==> src/rtl/pft_pkg.sv <==
// ----------------------------------------------------------------------------
// pft_pkg
// Shared constants and helpers for the two-link planar forward kinematics
// pipeline: CORDIC gain and arctangent table, register indexes, saturation.
// ----------------------------------------------------------------------------
`default_nettype none

package pft_pkg;

    localparam int LEN_W    = 15;
    localparam int ANG_W    = 16;
    localparam int COORD_W  = 16;
    localparam int CORDIC_W = 34;
    localparam int TABLE_LEN = 24;

    localparam logic [LEN_W-1:0] FIRST_LEN_RESET  = 15'd6554;
    localparam logic [LEN_W-1:0] SECOND_LEN_RESET = 15'd4915;

    localparam logic REG_FIRST_LINK  = 1'b0;
    localparam logic REG_SECOND_LINK = 1'b1;

    localparam logic [1:0] QUAD_0 = 2'd0;
    localparam logic [1:0] QUAD_1 = 2'd1;
    localparam logic [1:0] QUAD_2 = 2'd2;
    localparam logic [1:0] QUAD_3 = 2'd3;

    localparam logic signed [CORDIC_W-1:0] GAIN_Q30 = 34'sd652032874;

    localparam logic signed [17:0] TRIG_POS_ONE = 18'sd16384;
    localparam logic signed [17:0] TRIG_NEG_ONE = -18'sd16384;
    localparam logic signed [17:0] COORD_MAX    = 18'sd32767;
    localparam logic signed [17:0] COORD_MIN    = -18'sd32768;

    localparam logic [31:0] ATAN_TURN32 [TABLE_LEN] = '{
        32'h20000000, 32'h12E4051E, 32'h09FB385B, 32'h051111D4,
        32'h028B0D43, 32'h0145D7E1, 32'h00A2F61E, 32'h00517C55,
        32'h0028BE53, 32'h00145F2F, 32'h000A2F98, 32'h000517CC,
        32'h00028BE6, 32'h000145F3, 32'h0000A2FA, 32'h0000517D,
        32'h000028BE, 32'h0000145F, 32'h00000A30, 32'h00000518,
        32'h0000028C, 32'h00000146, 32'h000000A3, 32'h00000051
    };

    // atan(2^-idx) in 2^-abits turn units, rounded half up
    function automatic logic [31:0] atan_step(input int unsigned idx,
                                              input int unsigned abits);
        logic [32:0] s;
        s = {1'b0, ATAN_TURN32[idx]} + (33'd1 << (31 - abits));
        return 32'(s >> (32 - abits));
    endfunction

    function automatic logic signed [15:0] sat16(input logic signed [17:0] v);
        logic signed [17:0] c;
        if (v > COORD_MAX)
            c = COORD_MAX;
        else if (v < COORD_MIN)
            c = COORD_MIN;
        else
            c = v;
        return c[15:0];
    endfunction

endpackage

`default_nettype wire

==> src/rtl/pft_cordic.sv <==
// ----------------------------------------------------------------------------
// pft_cordic
// Pipelined rotation-mode CORDIC: quadrant reduction, one stage per
// iteration, then quadrant mapping with rounding and clamping to Q1.14.
// ----------------------------------------------------------------------------
`default_nettype none

module pft_cordic #(
    parameter int ITERATIONS = 16,
    parameter int ANGLE_BITS = 16
) (
    input  wire logic                    clk,
    input  wire logic [ITERATIONS+1:0]   en,
    input  wire logic [ANGLE_BITS-1:0]   phase,
    output logic signed [15:0]           cos_q14,
    output logic signed [15:0]           sin_q14
);

    localparam int XW = pft_pkg::CORDIC_W;
    localparam int ZW = ANGLE_BITS + 1;
    localparam logic [ANGLE_BITS-1:0] EIGHTH = ANGLE_BITS'(1) << (ANGLE_BITS - 3);

    logic signed [XW-1:0] x_reg [ITERATIONS+1];
    logic signed [XW-1:0] y_reg [ITERATIONS+1];
    logic signed [ZW-1:0] z_reg [ITERATIONS+1];
    logic [1:0]           q_reg [ITERATIONS+1];

    logic [ANGLE_BITS-1:0] shifted;
    logic signed [ZW-1:0]  z_init;

    assign shifted = phase + EIGHTH;
    assign z_init  = $signed({3'b000, shifted[ANGLE_BITS-3:0]}) - $signed(ZW'(EIGHTH));

    always_ff @(posedge clk)
    begin
        if (en[0])
        begin
            x_reg[0] <= pft_pkg::GAIN_Q30;
            y_reg[0] <= '0;
            z_reg[0] <= z_init;
            q_reg[0] <= shifted[ANGLE_BITS-1 -: 2];
        end
    end

    for (genvar i = 0; i < ITERATIONS; i++)
    begin : g_iter
        localparam logic signed [ZW-1:0] ATAN_I = ZW'(pft_pkg::atan_step(i, ANGLE_BITS));
        logic signed [XW-1:0] dx;
        logic signed [XW-1:0] dy;

        assign dx = x_reg[i] >>> i;
        assign dy = y_reg[i] >>> i;

        always_ff @(posedge clk)
        begin
            if (en[i+1])
            begin
                if (!z_reg[i][ZW-1])
                begin
                    x_reg[i+1] <= x_reg[i] - dy;
                    y_reg[i+1] <= y_reg[i] + dx;
                    z_reg[i+1] <= z_reg[i] - ATAN_I;
                end
                else
                begin
                    x_reg[i+1] <= x_reg[i] + dy;
                    y_reg[i+1] <= y_reg[i] - dx;
                    z_reg[i+1] <= z_reg[i] + ATAN_I;
                end
                q_reg[i+1] <= q_reg[i];
            end
        end
    end

    logic signed [XW-1:0] c_full;
    logic signed [XW-1:0] s_full;
    logic signed [17:0]   c_rnd;
    logic signed [17:0]   s_rnd;
    logic signed [17:0]   c_clamp;
    logic signed [17:0]   s_clamp;
    logic signed [15:0]   cos_reg;
    logic signed [15:0]   sin_reg;

    always_comb
    begin
        case (q_reg[ITERATIONS])
            pft_pkg::QUAD_0:
            begin
                c_full = x_reg[ITERATIONS];
                s_full = y_reg[ITERATIONS];
            end
            pft_pkg::QUAD_1:
            begin
                c_full = -y_reg[ITERATIONS];
                s_full = x_reg[ITERATIONS];
            end
            pft_pkg::QUAD_2:
            begin
                c_full = -x_reg[ITERATIONS];
                s_full = -y_reg[ITERATIONS];
            end
            default:
            begin
                c_full = y_reg[ITERATIONS];
                s_full = -x_reg[ITERATIONS];
            end
        endcase
        c_rnd = 18'((c_full + XW'(32768)) >>> 16);
        s_rnd = 18'((s_full + XW'(32768)) >>> 16);
        if (c_rnd > pft_pkg::TRIG_POS_ONE)
            c_clamp = pft_pkg::TRIG_POS_ONE;
        else if (c_rnd < pft_pkg::TRIG_NEG_ONE)
            c_clamp = pft_pkg::TRIG_NEG_ONE;
        else
            c_clamp = c_rnd;
        if (s_rnd > pft_pkg::TRIG_POS_ONE)
            s_clamp = pft_pkg::TRIG_POS_ONE;
        else if (s_rnd < pft_pkg::TRIG_NEG_ONE)
            s_clamp = pft_pkg::TRIG_NEG_ONE;
        else
            s_clamp = s_rnd;
    end

    always_ff @(posedge clk)
    begin
        if (en[ITERATIONS+1])
        begin
            cos_reg <= c_clamp[15:0];
            sin_reg <= s_clamp[15:0];
        end
    end

    assign cos_q14 = cos_reg;
    assign sin_q14 = sin_reg;

endmodule

`default_nettype wire
==> config.mk <==
export PLATFORM = sky130hd
export DESIGN_NAME = pft_cordic
export DESIGN_NICKNAME = d
export VERILOG_FILES = /design/src/rtl/pft_pkg.sv /design/src/rtl/pft_cordic.sv
export SDC_FILE = /design/constraint.sdc
export NUM_CORES = 2
export LEC_CHECK = 0
export BUFFER_PORTS_ARGS = -buffer_cell sky130_fd_sc_hd__buf_4
export CELL_PAD_IN_SITES_DETAIL_PLACEMENT = 0
export CELL_PAD_IN_SITES_GLOBAL_PLACEMENT = 1
export CORE_MARGIN = 3
export CORE_UTILIZATION = 47
export DETAILED_ROUTE_END_ITERATION = 7
export GPL_ROUTABILITY_DRIVEN = 0
export PLACE_DENSITY = 0.86
export SKIP_LAST_GASP = 1
export SYNTH_ARGS = -nofsm -noshare
export SYNTH_HDL_FRONTEND = slang
export SYNTH_SLANG_ARGS = --single-unit
==> constraint.sdc <==
create_clock -name clk -period 5.4 [get_ports clk]
set_input_delay 0.81 -clock clk [delete_from_list [all_inputs] [get_ports clk]]
set_output_delay 0.81 -clock clk [all_outputs]
set_load 0.05 [all_outputs]
==> impl_metrics.env <==
export IMPL_status="completed"
export IMPL_multi_input_area_mm2=0.0674
export IMPL_die_w_um=487
export IMPL_die_h_um=487
export IMPL_end_kind="flop"
export IMPL_tritoncts="built"
export IMPL_worst_path_max_delay_cell="or4b_2"
export IMPL_start_kind="flop"
export IMPL_antenna_found_initial=4
export IMPL_antenna_left=0
export IMPL_register_area_mm2=0.0394
export IMPL_ys_seq_elements=1312
export IMPL_cts_root_buf="clkbuf_16"
export IMPL_grt_pass1_vias=85500
export IMPL_grt_pass1_wl_um=455000
export IMPL_numCtsBuffers=152
export IMPL_routed_via_density=5.89
export IMPL_layout_drive_gt1_share_pct=8.33
export IMPL_finalCritPeriodShare_pct=97.1
export IMPL_grt_ovfl_total=0
export IMPL_synthCells=11200
export IMPL_area_delta_synth_final_pct=11.1
export IMPL_max_cap_violations=0
export IMPL_finalClockSkew_ns=0.0347
export IMPL_yosysUniqueCellTypes=105
export IMPL_vias=87200
export IMPL_num_fill_cells=20300
export IMPL_cpPeakStageDelay_ns=0.67
export IMPL_avgRoutedWirePerCell_um=19.3
export IMPL_synth_edf_count=1312
export IMPL_dr_pass1_iters=6
export IMPL_drc=0
export IMPL_clock_latency_ns=0.82
export IMPL_grt_max_degree=90
export IMPL_largest_reg_flops=511
export IMPL_setup_viol=0
export IMPL_crit_chain="nor4_2, nand2_1, or3_1, or4_1, nand2_1, xor2_1, ha_1, a21o_1, a21o_1, a21o_1, a21oi_2, nand2_1, o21a_1, or4b_2, a31oi_4, nor2b_1, o21a_1, o41a_1, xor2_1"
export IMPL_htreeDepth=4
export IMPL_fin_hold_ws_ns=0.171
export IMPL_crit_fanout=5
export IMPL_drt_iter0_markers=6194
export IMPL_async_reset_ff_share_pct=0
export IMPL_rows=176
export IMPL_cp_required_ns=5.96
export IMPL_yosysSeqAreaShare_pct=36.2
export IMPL_io_pins=67
export IMPL_coreArea_mm2=0.230
export IMPL_syn_nets=12500
export IMPL_port_buffer_count=66
export IMPL_final_cell_mix="edfxtp_1 (1312), xnor2_1 (1160), ha_1 (1159), a21oi_1 (1014), nor2_1 (921)"
export IMPL_fin_cells=14800
export IMPL_layout_nets=12900
export IMPL_cts_sinks=1312
export IMPL_cts_path_max_buffers=3
export IMPL_die_area_mm2=0.238
export IMPL_rrSetupSlack_ns=0.16
export IMPL_post_dp_hpwl_um=227000
export IMPL_worst_slew_pin_slew_ns=1.10
export IMPL_finalMaxSlewViolations=0
export IMPL_ys_flop_type="edfxtp_1"
export IMPL_hold_viol=0
export IMPL_ys_warn_count=0
export IMPL_grtUsageTotal_pct=23.5
export IMPL_holdBufCountCts=0
export IMPL_arrival_ns=5.80
export IMPL_hold_class="input port to flop"
export IMPL_slew_headroom_pct=26.5
export IMPL_drt_wl_total_um=286000
export IMPL_post_dp_cell_area_mm2=0.116
export IMPL_clk_pin_slew_ns=0.06
export IMPL_period_minus_slack_ns=5.24
export IMPL_fmax_mhz=191
export IMPL_syn_cell_area_mm2=0.109
export IMPL_path_class="flop to flop"
export IMPL_initial_utilization_pct=47.3
export IMPL_design_area_mm2=0.121
export IMPL_layout_commonest_cell="edfxtp_1"
export IMPL_dp_cells=14500
export IMPL_syn_avg_cell_area_um2=9.70
## metal layers
layer / vias up / routed length [µm] / GRT usage (%)
li1: 42600 / - / -
met1: 41600 / 118000 / 28.3
met2: 2394 / 140000 / 41.5
met3: 640 / 13600 / 2.92
met4: 2 / 14600 / 11.3
met5: - / 7 / 0
## stage by stage
stage	utilization (%)	setup TNS [ns]	worst slack [ns]
after floorplan	-	0	0.0524
after global placement	50.2	-0.153	-0.0869
after detailed placement	50.2	-0.147	-0.0727
after CTS	52.3	-0.00397	-0.00397
after global routing	52.6	-0.120	-0.0250
final	52.6	0	0.158
## synthesized netlist by cell type (25+ instances only)
cell          n  area share, %
nand2_1     664            2.3
nor3b_1      25           0.17
xnor2_1    1160            9.3
or4_1        57           0.39
o21bai_1    168            1.2
o21a_1      135           0.93
a31oi_1     127           0.73
a31o_2       35           0.28
o41ai_1      72           0.58
nand3_1     195           0.90
o2111ai_1    35           0.28
a211oi_1     91           0.63
and3_1       92           0.53
mux2_2       56           0.58
o31ai_1     104           0.72
fa_1         43           0.79
o211ai_1     75           0.52
a21boi_0     40           0.28
nor2_1      923            3.2
a21oi_1    1023            4.7
nand2b_1    158           0.91
nand4_1      54           0.31
buf_1        35           0.12
a21o_1      465            3.2
nor2b_1     134           0.77
ha_1       1162             13
mux2i_1      53           0.49
nor3_1      304            1.4
nor4_1       96           0.55
edfxtp_1   1312             36
xor2_1      569            4.6
inv_1       460            1.6
or2_2        40           0.23
a2111oi_0    29           0.23
clkbuf_1    164           0.56
or3_1        87           0.50
and2_1       53           0.30
o21ai_0     540            2.5
## path summary, 6_finish.rpt
| check | start | endpoint | depth (start not counted) |
|---|---|---|---|
| worst max-delay path | x_reg[15][21] | y_reg[16][32] | 19 |
| worst min-delay path | phase[6] | z_reg[0][6] | 1 |
| worst max register to register | x_reg[15][21] | y_reg[16][32] | 19 |
| worst min register to register | q_reg[13][0] | q_reg[14][0] | 0 |
## cell type report
cell class                 instances  area share (%)
inverter                         468            1.45
clock buffer                     186            3.28
tap                             3026            3.13
timing repair buffer             496            3.16
multi-input combinational       9230            55.7
antenna                            3         0.00620
clock inverter                    85           0.756
sequential                      1312            32.5
## critical path: cells and delay by family (launching register included)
kind            cells  cell delay (ns)
compound gates      8             1.62
simple gates        8             2.31
xor+xnor            2             0.30
flops               1             0.45
fa+ha+maj           1             0.30
## logic make-up (layout without fill, tap and decap cells)
family | Yosys count | in the layout | share of synthesized area (%)
AO/OA/AOI/OAI | 3202 | 3202 | 19.0
XOR/XNOR | 1729 | 1729 | 13.9
adder cells (fa/ha/maj) | 1205 | 1205 | 14.1
buffers and inverters | 690 | 1235 | 2.42
flip-flops | 1312 | 1312 | 36.2
multiplexers | 111 | 111 | 1.11
other | 0 | 3 | 0
AND/OR/NAND/NOR | 2983 | 2983 | 13.3
## timing repair
| action | in CTS | in global routing |
|---|---|---|
| resized for setup | 3 | 96 |
| pin swaps | 0 | 14 |
| setup endpoints to repair | 3 | 59 |
| buffers inserted | 0 | 15 |
Power is not shown: default switching activity piles up to over one toggle a cycle in this logic, so the estimate is an artifact.
